### src/rtl/dkwe_pkg.sv
// dkwe_pkg: shared types, constants and helper functions for the k-mer window encoder.
// Has no dependencies. Used by the interfaces, dkwe_step and dna_kmer_window_encoder.
package dkwe_pkg;

    // Longest sequence tracked; the base counter saturates below this
    localparam longint unsigned MAX_SEQ_LEN = 64'd65536;
    localparam logic [15:0] SEEN_CAP = (MAX_SEQ_LEN - 64'd1 > 64'd65535) ? 16'hFFFF
                                       : 16'(MAX_SEQ_LEN - 64'd1);

    localparam logic [15:0] COUNT_MAX = 16'hFFFF;

    // Configuration register indexes
    localparam int unsigned CFG_IDX_W = 2;
    localparam logic [CFG_IDX_W-1:0] REG_MER_SIZE = 2'd0;
    localparam logic [CFG_IDX_W-1:0] REG_REVERSE  = 2'd1;

    localparam logic [5:0] MER_SIZE_RESET = 6'd20;
    localparam logic [5:0] K_MIN          = 6'd1;
    localparam logic [5:0] K_MAX          = 6'd32;

    // ASCII nucleotide letters
    localparam logic [7:0] CHAR_UA = 8'h41;
    localparam logic [7:0] CHAR_UC = 8'h43;
    localparam logic [7:0] CHAR_UG = 8'h47;
    localparam logic [7:0] CHAR_UT = 8'h54;
    localparam logic [7:0] CHAR_LA = 8'h61;
    localparam logic [7:0] CHAR_LC = 8'h63;
    localparam logic [7:0] CHAR_LG = 8'h67;
    localparam logic [7:0] CHAR_LT = 8'h74;

    // 2-bit base codes
    localparam logic [1:0] CODE_A = 2'd0;
    localparam logic [1:0] CODE_C = 2'd1;
    localparam logic [1:0] CODE_G = 2'd2;
    localparam logic [1:0] CODE_T = 2'd3;

    // Running state of the current sequence
    typedef struct packed {
        logic [63:0] window;
        logic [5:0]  until_valid;
        logic [15:0] seen;
        logic [15:0] usable;
    } state_t;

    // One result word
    typedef struct packed {
        logic [63:0] mer_value;
        logic        skip_flag;
        logic [15:0] mer_index;
        logic [15:0] usable_count;
    } result_t;

    // Clamp the programmed k into 1..32
    function automatic logic [5:0] eff_k(input logic [5:0] size);
        logic [5:0] k;
        k = size;
        if (k < K_MIN) k = K_MIN;
        if (k > K_MAX) k = K_MAX;
        return k;
    endfunction

    // Bit 2 set for an invalid symbol, bits 1:0 carry the base code
    function automatic logic [2:0] base_code(input logic [7:0] b);
        logic [2:0] r;
        unique case (b)
            CHAR_UA, CHAR_LA: r = {1'b0, CODE_A};
            CHAR_UC, CHAR_LC: r = {1'b0, CODE_C};
            CHAR_UG, CHAR_LG: r = {1'b0, CODE_G};
            CHAR_UT, CHAR_LT: r = {1'b0, CODE_T};
            default:          r = {1'b1, CODE_A};
        endcase
        return r;
    endfunction

    localparam logic [5:0] UNTIL_RESET = eff_k(MER_SIZE_RESET);

endpackage

### src/rtl/dkwe_if.sv
// Handshake interfaces for the k-mer window encoder: base input, k-mer output, configuration.
// Depends on dkwe_pkg for the register index width.
interface dkwe_base_if;
    logic       valid;
    logic       ready;
    logic [7:0] base_byte;
    logic       first_base;

    modport source (output valid, base_byte, first_base, input ready);
    modport sink   (input valid, base_byte, first_base, output ready);
endinterface

interface dkwe_mer_if;
    logic        valid;
    logic        ready;
    logic [63:0] mer_value;
    logic        skip_flag;
    logic [15:0] mer_index;
    logic [15:0] usable_count;

    modport source (output valid, mer_value, skip_flag, mer_index, usable_count, input ready);
    modport sink   (input valid, mer_value, skip_flag, mer_index, usable_count, output ready);
endinterface

interface dkwe_cfg_if;
    logic                           valid;
    logic                           ready;
    logic [dkwe_pkg::CFG_IDX_W-1:0] index;
    logic [5:0]                     data;

    modport source (output valid, index, data, input ready);
    modport sink   (input valid, index, data, output ready);
endinterface

### src/rtl/dkwe_step.sv
// dkwe_step: next-state and result logic for one base of the k-mer window encoder.
// Purely combinational; depends on dkwe_pkg.
module dkwe_step (
    input  dkwe_pkg::state_t  cur,
    input  logic [5:0]        k,
    input  logic              rev,
    input  logic [7:0]        base_byte,
    input  logic              first_base,
    output dkwe_pkg::state_t  nxt,
    output logic              emit,
    output dkwe_pkg::result_t res
);

    dkwe_pkg::state_t st;
    logic [2:0]       sym;
    logic [63:0]      mask;
    logic [5:0]       until_clamped;
    logic [63:0]      win_next;
    logic [5:0]       until_next;
    logic [16:0]      pos;
    logic             skip;

    // Start of a sequence restarts everything
    always_comb
    begin
        if (first_base)
        begin
            st.window      = '0;
            st.until_valid = k;
            st.seen        = '0;
            st.usable      = '0;
        end
        else
        begin
            st = cur;
        end
        until_clamped = (st.until_valid > k) ? k : st.until_valid;
    end

    // Window mask: one bit pair per base below k
    always_comb
    begin
        for (int i = 0; i < 32; i++)
        begin
            mask[2*i +: 2] = (6'(i) < k) ? 2'b11 : 2'b00;
        end
    end

    // Shift in the base and update the countdown
    always_comb
    begin
        sym      = dkwe_pkg::base_code(base_byte);
        win_next = (st.window << 2) & mask;
        if (!sym[2])
        begin
            win_next[1:0] = sym[1:0] ^ {rev, rev};
            until_next    = (until_clamped != 6'd0) ? until_clamped - 6'd1 : 6'd0;
        end
        else
        begin
            until_next = k;
        end
    end

    // Position, emit decision and usable count
    always_comb
    begin
        nxt.window      = win_next;
        nxt.until_valid = until_next;
        nxt.seen        = (st.seen < dkwe_pkg::SEEN_CAP) ? st.seen + 16'd1 : st.seen;
        pos             = {1'b0, st.seen} + 17'd1;
        emit            = pos >= {11'd0, k};
        skip            = until_next != 6'd0;
        if (emit && !skip && st.usable < dkwe_pkg::COUNT_MAX)
            nxt.usable = st.usable + 16'd1;
        else
            nxt.usable = st.usable;

        res.mer_value    = win_next;
        res.skip_flag    = skip;
        res.mer_index    = 16'(pos - {11'd0, k});
        res.usable_count = nxt.usable;
    end

endmodule

### src/rtl/dna_kmer_window_encoder.sv
// dna_kmer_window_encoder: top level of the rolling 2-bit k-mer encoder.
// Depends on dkwe_pkg, the interfaces in dkwe_if.sv and dkwe_step.
//
// One nucleotide byte goes in per word; each base is registered, encoded and shifted into the
// k-mer window by dkwe_step, and any result lands in an output register. A base is accepted
// every cycle while the output side keeps up, and its result passes from the input register
// through dkwe_step into the output register; the per-base state update in dkwe_step is the
// loop that sets this rate. Words that complete no k-mer yet produce no output.
// When the output stalls, one more base is held in the input register before ready drops.
// Configuration writes are always accepted and must only be issued while the block is idle;
// mer_size is clamped to 1..32.
module dna_kmer_window_encoder (
    input  logic             clk,
    input  logic             rst_n,
    dkwe_base_if.sink        bases,
    dkwe_mer_if.source       mers,
    dkwe_cfg_if.sink         cfg
);

    // Configuration registers
    logic [5:0] mer_size_reg;
    logic       reverse_reg;

    // Input stage
    logic       in_valid_reg;
    logic [7:0] base_reg;
    logic       first_reg;

    // Sequence state and result stage
    dkwe_pkg::state_t  state_reg;
    dkwe_pkg::state_t  state_next;
    dkwe_pkg::result_t res_next;
    dkwe_pkg::result_t res_reg;
    logic              out_valid_reg;
    logic              emit;
    logic              advance;
    logic [5:0]        k;

    assign k       = dkwe_pkg::eff_k(mer_size_reg);
    assign advance = in_valid_reg && (!out_valid_reg || mers.ready);

    assign bases.ready = !in_valid_reg || advance;
    assign cfg.ready   = 1'b1;

    // Configuration writes
    always_ff @(posedge clk or negedge rst_n)
    begin
        if (!rst_n)
        begin
            mer_size_reg <= dkwe_pkg::MER_SIZE_RESET;
            reverse_reg  <= 1'b0;
        end
        else if (cfg.valid)
        begin
            if (cfg.index == dkwe_pkg::REG_MER_SIZE)
                mer_size_reg <= cfg.data;
            else if (cfg.index == dkwe_pkg::REG_REVERSE)
                reverse_reg <= cfg.data[0];
        end
    end

    // Input register
    always_ff @(posedge clk or negedge rst_n)
    begin
        if (!rst_n)
            in_valid_reg <= 1'b0;
        else if (bases.ready)
            in_valid_reg <= bases.valid;
    end

    always_ff @(posedge clk)
    begin
        if (bases.valid && bases.ready)
        begin
            base_reg  <= bases.base_byte;
            first_reg <= bases.first_base;
        end
    end

    dkwe_step u_step (
        .cur        (state_reg),
        .k          (k),
        .rev        (reverse_reg),
        .base_byte  (base_reg),
        .first_base (first_reg),
        .nxt        (state_next),
        .emit       (emit),
        .res        (res_next)
    );

    // Sequence state
    always_ff @(posedge clk or negedge rst_n)
    begin
        if (!rst_n)
        begin
            state_reg.window      <= '0;
            state_reg.until_valid <= dkwe_pkg::UNTIL_RESET;
            state_reg.seen        <= '0;
            state_reg.usable      <= '0;
        end
        else if (advance)
        begin
            state_reg <= state_next;
        end
    end

    // Output register
    always_ff @(posedge clk or negedge rst_n)
    begin
        if (!rst_n)
            out_valid_reg <= 1'b0;
        else if (advance)
            out_valid_reg <= emit;
        else if (mers.ready)
            out_valid_reg <= 1'b0;
    end

    always_ff @(posedge clk)
    begin
        if (advance && emit)
            res_reg <= res_next;
    end

    assign mers.valid        = out_valid_reg;
    assign mers.mer_value    = res_reg.mer_value;
    assign mers.skip_flag    = res_reg.skip_flag;
    assign mers.mer_index    = res_reg.mer_index;
    assign mers.usable_count = res_reg.usable_count;

    // Ready only drops with both stages full and the output stalled
    a_ready_low: assert property (@(posedge clk) disable iff (!rst_n)
        !bases.ready |-> in_valid_reg && out_valid_reg && !mers.ready)
        else $error("input stalled without a full pipeline");

    // A fresh result carries the updated usable total
    a_count_match: assert property (@(posedge clk) disable iff (!rst_n)
        advance && emit |=> out_valid_reg && res_reg.usable_count == state_reg.usable)
        else $error("result count disagrees with state");

    // Usable total only falls when a new sequence starts
    a_count_mono: assert property (@(posedge clk) disable iff (!rst_n)
        advance && !first_reg |=> state_reg.usable >= $past(state_reg.usable))
        else $error("usable count went backwards");

endmodule

### src/flat_wrapper.sv
// flat-port wrapper written by rule: the top's interface ports become plain ports
module dna_kmer_window_encoder_flat 
  (clk, rst_n, bases_valid, bases_base_byte, bases_first_base, bases_ready, mers_valid, mers_mer_value, mers_skip_flag, mers_mer_index, mers_usable_count, mers_ready, cfg_valid, cfg_index, cfg_data, cfg_ready);
  dkwe_base_if bases_i ();
  dkwe_mer_if mers_i ();
  dkwe_cfg_if cfg_i ();
  input  logic clk;
  input  logic rst_n;
  input wire logic [$bits(bases_i.valid)-1:0] bases_valid;
  input wire logic [$bits(bases_i.base_byte)-1:0] bases_base_byte;
  input wire logic [$bits(bases_i.first_base)-1:0] bases_first_base;
  output wire logic [$bits(bases_i.ready)-1:0] bases_ready;
  output wire logic [$bits(mers_i.valid)-1:0] mers_valid;
  output wire logic [$bits(mers_i.mer_value)-1:0] mers_mer_value;
  output wire logic [$bits(mers_i.skip_flag)-1:0] mers_skip_flag;
  output wire logic [$bits(mers_i.mer_index)-1:0] mers_mer_index;
  output wire logic [$bits(mers_i.usable_count)-1:0] mers_usable_count;
  input wire logic [$bits(mers_i.ready)-1:0] mers_ready;
  input wire logic [$bits(cfg_i.valid)-1:0] cfg_valid;
  input wire logic [$bits(cfg_i.index)-1:0] cfg_index;
  input wire logic [$bits(cfg_i.data)-1:0] cfg_data;
  output wire logic [$bits(cfg_i.ready)-1:0] cfg_ready;
  assign bases_i.valid = bases_valid;
  assign bases_i.base_byte = bases_base_byte;
  assign bases_i.first_base = bases_first_base;
  assign bases_ready = bases_i.ready;
  assign mers_valid = mers_i.valid;
  assign mers_mer_value = mers_i.mer_value;
  assign mers_skip_flag = mers_i.skip_flag;
  assign mers_mer_index = mers_i.mer_index;
  assign mers_usable_count = mers_i.usable_count;
  assign mers_i.ready = mers_ready;
  assign cfg_i.valid = cfg_valid;
  assign cfg_i.index = cfg_index;
  assign cfg_i.data = cfg_data;
  assign cfg_ready = cfg_i.ready;
  dna_kmer_window_encoder u_core (.clk(clk), .rst_n(rst_n), .bases(bases_i), .mers(mers_i), .cfg(cfg_i));
endmodule
### config.mk
export PLATFORM = sky130hd
export DESIGN_NAME = dna_kmer_window_encoder_flat
export DESIGN_NICKNAME = d
export VERILOG_FILES = /design/src/rtl/dkwe_pkg.sv /design/src/rtl/dkwe_if.sv /design/src/rtl/dkwe_step.sv /design/src/rtl/dna_kmer_window_encoder.sv /design/src/flat_wrapper.sv
export SDC_FILE = /design/constraint.sdc
export NUM_CORES = 1
export LEC_CHECK = 0
export BUFFER_PORTS_ARGS = -buffer_cell sky130_fd_sc_hd__buf_2
export CORE_ASPECT_RATIO = 1.75
export CORE_UTILIZATION = 50
export CTS_CLUSTER_DIAMETER = 60
export DETAILED_ROUTE_END_ITERATION = 10
export GPL_TIMING_DRIVEN = 1
export HOLD_SLACK_MARGIN = 0.03
export PLACE_DENSITY = 0.78
export SETUP_SLACK_MARGIN = 0.3
export SYNTH_ARGS = -nofsm -noshare
export SYNTH_HDL_FRONTEND = slang
export SYNTH_SLANG_ARGS = --single-unit
### constraint.sdc
create_clock -name clk -period 17.5 [get_ports clk]
set_clock_uncertainty 0.05 [all_clocks]
set_input_delay 2.625 -clock clk [delete_from_list [all_inputs] [get_ports clk]]
set_output_delay 2.625 -clock clk [all_outputs]
set_load 0.01 [all_outputs]
Word level (Yosys, flattened, before mapping)
Index checks and enable logic that the tools add are counted.
Storage, ports and cells
  register bits after elaboration: 215
  input port bits: 22
  output and inout bits: 100
  word-level logic and storage cells: 133
Cells by class
  add/subtract/negate cells: 5
  order comparisons: 38
  equal/unequal tests: 9
  multiplexer cells: 44
  bitwise operators: 3
  reductions and logical operators: 20
Operator list (number)
  $mux 100: 1
  $lt 5x6->1 const A: 16
  $mux 2: 33
  $and 64x64->64: 1
  $eq 8x7->1 const B: 8
  $lt 4x6->1 const A: 8
  $add 16x1->16 const B: 2
  $lt 16x16->1 const B: 2
  $mux 16: 2
  $mux 6: 5
  $lt 3x6->1 const A: 4
  $add 16x1->17 const B: 1
  $ge 17x6->1: 1
  $sub 16x6->16: 1
  $lt 1x6->1 const A: 2
  $lt 2x6->1 const A: 2
  $pmux 3 s4: 1
  $reduce_bool 6->1: 2
  $reduce_or 2->1: 4
  $gt 6x6->1: 1
  $gt 6x6->1 const B: 1
  $lt 6x1->1 const B: 1
  $sub 6x1->6 const B: 1
  $logic_and 1x1->1: 5
  other kinds (10): 14

Longest topological paths before layout
  word-level depth: 15
  depth in mapped cells: 23
  depth with buffers taken out: 19

Modules after synthesis
A second synthesis with hierarchy kept.
Unflattened totals
  cells, all modules: 923
  area, all modules: 11462.2 µm²
By module, submodules not included
  dna_kmer_window_encoder: instances 1, cells each 358, area each 7771.2 µm², sequential area each 5965.7 µm²
  dkwe_step: instances 1, cells each 565, area each 3691.0 µm², sequential area each 0.0 µm²

Worst setup path before layout
No wires, ideal clock.
  path kind: input -> register
  from: input port mers_ready
  to: register u_core.res_reg (netlist bit u_core.mers.mer_index[0]), enable pin
  setup time: 0.554 ns
  arrival: 7.358 ns
  required time: 16.896 ns
  setup slack: 9.538 ns
  cell stages on the path: 5
  buffers on the path: 2
  cell sequence: nand2b_1 > nand2_1 > clkbuf_1 > clkbuf_1 > nor2_1
Between the ends
  cells in the longest elaborated chain, start to end: 3
Ends and longest elaborated chain
  from (decl): RTL line flat_wrapper.sv:18  | input wire logic [$bits(mers_i.ready)-1:0] mers_ready;
  $logic_or 1x1->1: RTL line dna_kmer_window_encoder.sv:40  | assign advance = in_valid_reg && (!out_valid_reg || mers.ready);
  $logic_and 1x1->1: RTL line dna_kmer_window_encoder.sv:40
  $logic_and 1x1->1: RTL line dna_kmer_window_encoder.sv:120  | if (advance && emit)
  to (signal assigned): RTL line dna_kmer_window_encoder.sv:121  | res_reg <= res_next;
  to (decl): RTL line dna_kmer_window_encoder.sv:33  | dkwe_pkg::result_t res_reg;
Every way passes these cells.
A chain may end at the register's enable or synchronous reset.

==> results.md <==
Outcome:
- The run finished, with violations left.
- The final reports fail on DRC.

Die:
- For this design the top-level I/O count stands at about 120.
- The core area is between 0.02 and 0.025 sq mm.
- The total die area is between 0.02 and 0.025 sq mm.
- The chip height is ~190 microns.
- The die is 111 microns wide.
- Row generation in the floorplan step produced 69 rows.
- The starting utilization of the core area is between 50% and 60%.

Drt:
- The number of DRC markers after the initial detailed-route iteration is 406.
- The routed design has around 24 mm of wire.
- The detailed-route vias per instance is ~5.9.
- The routed layout has approximately 7400 vias.
- The routed wirelength normalized by instance count is between 15 and 20 microns.
- The number of design rule violations left after detail routing is 13.
- The number of nets with antenna violations after routing is 0.
- The iteration count of the initial detailed-routing pass is 8.

CTS:
- The quantity of gates resized following cts is 0.
- The total of hold buffers inserted after clock tree synthesis is 0.
- For this design, the sink count on the clock tree is 214.
- TritonCTS created 20 clock buffers.
- No sink is reached through more buffers than the 3 on the longest clock path.
- The master cell of the clock root buffer is clkbuf_16.
- TritonCTS built the clock tree.
- The depth of the CTS H-tree is 1.
- Post-CTS timing repair inserted 0 buffers for setup.
- The latest clock arrival within the worst-skew pair is 0.51 ns.
- The clock-pin slew of the registers on the worst-case setup and hold paths is around 0.070 ns.

Place:
- At the end of routability-driven placement, the weighted congestion stood at 0.936.
- Counting tap cells, the placed design contains a total of 1232 instances.
- The placed wire-length estimate is 16.5 mm.
- Input and output buffers added on the ports amount to between 100 and 150.

Worst setup path:
- Of all nets on the critical path, the largest fanout is 22.
- The cell with the largest stage delay on the worst path is dfrtp_1.
- The worst setup path is captured at a register.
- The category of the most critical setup path is register to register.
- The cell family contributing the most delay on the critical path is simple AND/OR/NAND/NOR gates.
- STA puts the critical path data required time at between 15 and 20 ns.
- Measured in cells, the most critical reg-to-reg path has a length of 18.
- The arrival time of the worst setup path is 6.59 ns.
- The startpoint kind of the worst setup timing path is a register.
- The buffers plus inverters on the worst setup path is 2.
- The critical path depth in cells is 18.
- Traced cell by cell, the critical path runs through inv_1 > nand2_1 > mux2i_1 > ha_1 > nand4_1 > o21bai_4 > a41oi_2 > mux2_2 > inv_1 > ha_1 > nor2_1 > mux2i_1 > o41a_2 > o21ai_0 > or3_2 > or4_1 > or4_1 > nand2_1.
- The biggest cell delay along the critical path is roughly 0.80 ns.

Pwr:
- The peak supply drop is about 0.000094 V.
- The leakage power of the design is between 0.005 and 0.006 uW.
- The combinational fraction of design power is between 20% and 30%.
- For this design the ratio of total power to cell area is 137 mW/mm^2.
- The cell-internal power is about 1100 uW.
- The net switching fraction of the power is 33.6%.
- The switching component of the power is about 550 uW.
- Sequential cells burn between 40% and 50% of the power.
- The part of the power in the clock network is 26.8%.

Logic synthesis:
- The number of warnings printed during yosys synthesis is 0.
- After synthesis, the mean cell area works out to about 12 sq um.
- Summing the areas of all and, or, nand and nor instances in the mapped netlist gives 18.9% of the synthesized area.
- The most used flip-flop cell after synthesis is edfxtp_1.
- The complex-gate fraction of the synthesized area is under 10%.
- Sequential elements use between 50% and 60% of the synthesized area.
- After Yosys synthesis, XOR and XNOR cells account for under 10% of the synthesized area.
- The share of async-settable or async-resettable flops after synthesis is between 50 and 60%.
- Yosys mapped the design onto a little over 80 distinct sky130hd cell types.
- The dominant combinational cell family by area after synthesis is simple AND/OR/NAND/NOR gates.
- Of the total synthesized cell area, the portion taken by full adders, half adders and majority gates is ~2.1%.
- In this run, synthesis inferred between 100 and 150 flip-flops with an integrated enable.
- In the post-synthesis netlist, the biggest area contributors are edfxtp_1 30%, dfrtp_1 25%, mux2_2 7.2%.
- The register bit count reported by yosys is 214.
- The multiplexer fraction of the synthesized cell area is approximately 8.5%.
- The synthesized instance count is between 900 and 1000.
- Counting every net in the synthesized netlist gives 940.
- The top cell type by total area after synthesis is edfxtp_1.
- The mapped cell area is about 0.010 sq mm.
- The proportion of netlist area held by the largest area contributor is between 30% and 40%.

Finish:
- The multi-input logic area is between 0.004 and 0.005 sq mm.
- The count of cells in the finished layout, fillers not included, comes to around 1300.
- The count of filler cells inserted in the layout is about 1700.
- The area taken by flip-flops and latches is just under 0.006 sq mm.
- The net count reported at finish is around 1000.
- The library cells used most frequently in the layout, excluding fill and tap cells, are 118 x buf_2, 105 x edfxtp_1, 105 x dfrtp_1.
- Leaving out fill and tap cells, the most frequent cell in the layout is buf_2.
- In the final layout, the share of cells above drive strength 1 is roughly 25%.
- The flip-flop count of the largest register, all copies and words added is 100.
- The growth of design area from synthesis to finish is 13.3%.
- The repair_antennas step left the layout with diodes totalling 0.

STA:
- On the final layout, the worst hold slack is approximately 0.43 ns.
- Setup repair after global routing left no endpoint under its margin.
- For the pin with the worst max-slew slack, the measured transition is 1.13 ns.
- The max-slew violation total from the final report was 0.
- Setup violations remaining at the end of the flow were counted as 0.
- For this run, the top clock speed supported by timing is ~160 MHz.
- The shortest period the worst path allows is between 6 and 7 ns.
- Dividing the final minimum period by the clock period gives 35.8%.
- The final number of hold-violating endpoints was 0.
- In this run the tightest slew margin relative to its limit is around 25%.
- Summed over all failing endpoints, the final setup total negative slack is 0 ns.

Worst hold path:
- The worst min-delay path class is register to register.
- The number of cells on the worst hold path is 2.

Global route:
- The total global-route track usage is ~22%.
- The initial antenna violation count was 0.
- The global-route congestion overflow total is 0.
- The via count of the first global-routing pass came to 7536.
- Entering global routing, the biggest net connects 87 pins.
- The first global-routing pass estimated between 30 and 40 mm of wire.

Flow run:
- Max-cap violations in this run came to 0.
-- cells in the mapped netlist, drive strengths merged, types with 5 or more instances --
master / number
edfxtp: 105
nor2: 57
or4: 8
o221ai: 5
xnor2: 19
or2: 5
a21oi: 35
a221o: 5
o21ai: 36
and3: 10
xor2: 12
o31ai: 5
nor2b: 32
and2: 54
nor4b: 5
o21a: 6
clkbuf: 27
o211ai: 5
inv: 19
nor4: 12
mux2i: 11
nand4: 18
a21boi: 5
nand3: 24
nand3b: 5
nor3: 24
nand2: 81
ha: 16
nand2b: 10
buf: 16
dfrtp: 105
and4: 5
mux2: 67
-- stage by stage --
stage	total power [uW]	cell area, sq um	worst slack (ns)	util [%]
floorplan	1050	10500	9.54	-
global placement	1190	11200	11.44	54.8
detailed placement	1200	11200	11.36	54.8
CTS	1640	11900	11.31	58.0
global route	1720	11900	10.86	58.0
finish	1630	11900	11.24	58.0
-- cell families (layout without fill, tap and decap cells) --
family | count (synthesis) | count (layout)
muxes | 79 | 79
adders and majority gates | 17 | 17
and+or+nand+nor | 362 | 362
xor gates and xnor gates | 31 | 31
buffers and inverters | 62 | 181
DFF | 214 | 214
other | 1 | 1
AOI/OAI and AO/OA | 135 | 135
-- power groups by stage --
stage | sequential, uW | clock (uW) | combinational, uW
3_3_place_gp | 726 | 0 | 459
6_report | 721 | 437 | 471
2_1_floorplan | 748 | 0 | 301
3_5_place_dp | 730 | 0 | 471
4_1_cts | 721 | 447 | 475
5_1_grt | 734 | 464 | 518
-- path summary, 6_finish.rpt --
kind / startpoint / to / slack [ns]
min reg2reg: u_core.state_reg[78] / u_core.state_reg[78] / 0.43
min: u_core.state_reg[78] / u_core.state_reg[78] / 0.43
max reg2reg: u_core.mer_size_reg[5] / u_core.mers.usable_count[3] / 11.24
max: u_core.mer_size_reg[5] / u_core.mers.usable_count[3] / 11.24
min in group asynchronous: rst_n / u_core.state_reg[92] / 2.07
max in group asynchronous: rst_n / u_core.state_reg[26] / 14.04
-- cell type report --
class	count	area share, %
Multi-Input combinational cell	625	36.2
Tap cell	248	2.61
Sequential cell	214	49.6
Inverter	19	0.601
Clock buffer	28	4.90
Timing Repair Buffer	126	5.48
Clock inverter	8	0.632
-- routing by layer --
layer / vias to the layer above / GRT usage [%] / wire length, microns
met5: - / 0 / 0
met3: 69 / 3.98 / 1140
met4: 0 / 10.9 / 1020
met2: 221 / 41.4 / 13100
met1: 3653 / 24.4 / 8490
li1: 3488 / - / -
-- worst reg2reg max path, delay by kind of cell, from the launching register on --
kind                       cells  cell delay, ns
adders and majority gates      2            0.58
AOI/OAI and AO/OA              4            1.05
DFF                            1            0.80
and+or+nand+nor                7            2.55
buffers and inverters          2            0.39
muxes                          3            0.72
Note: power is estimated with default switching activity, not from simulation.
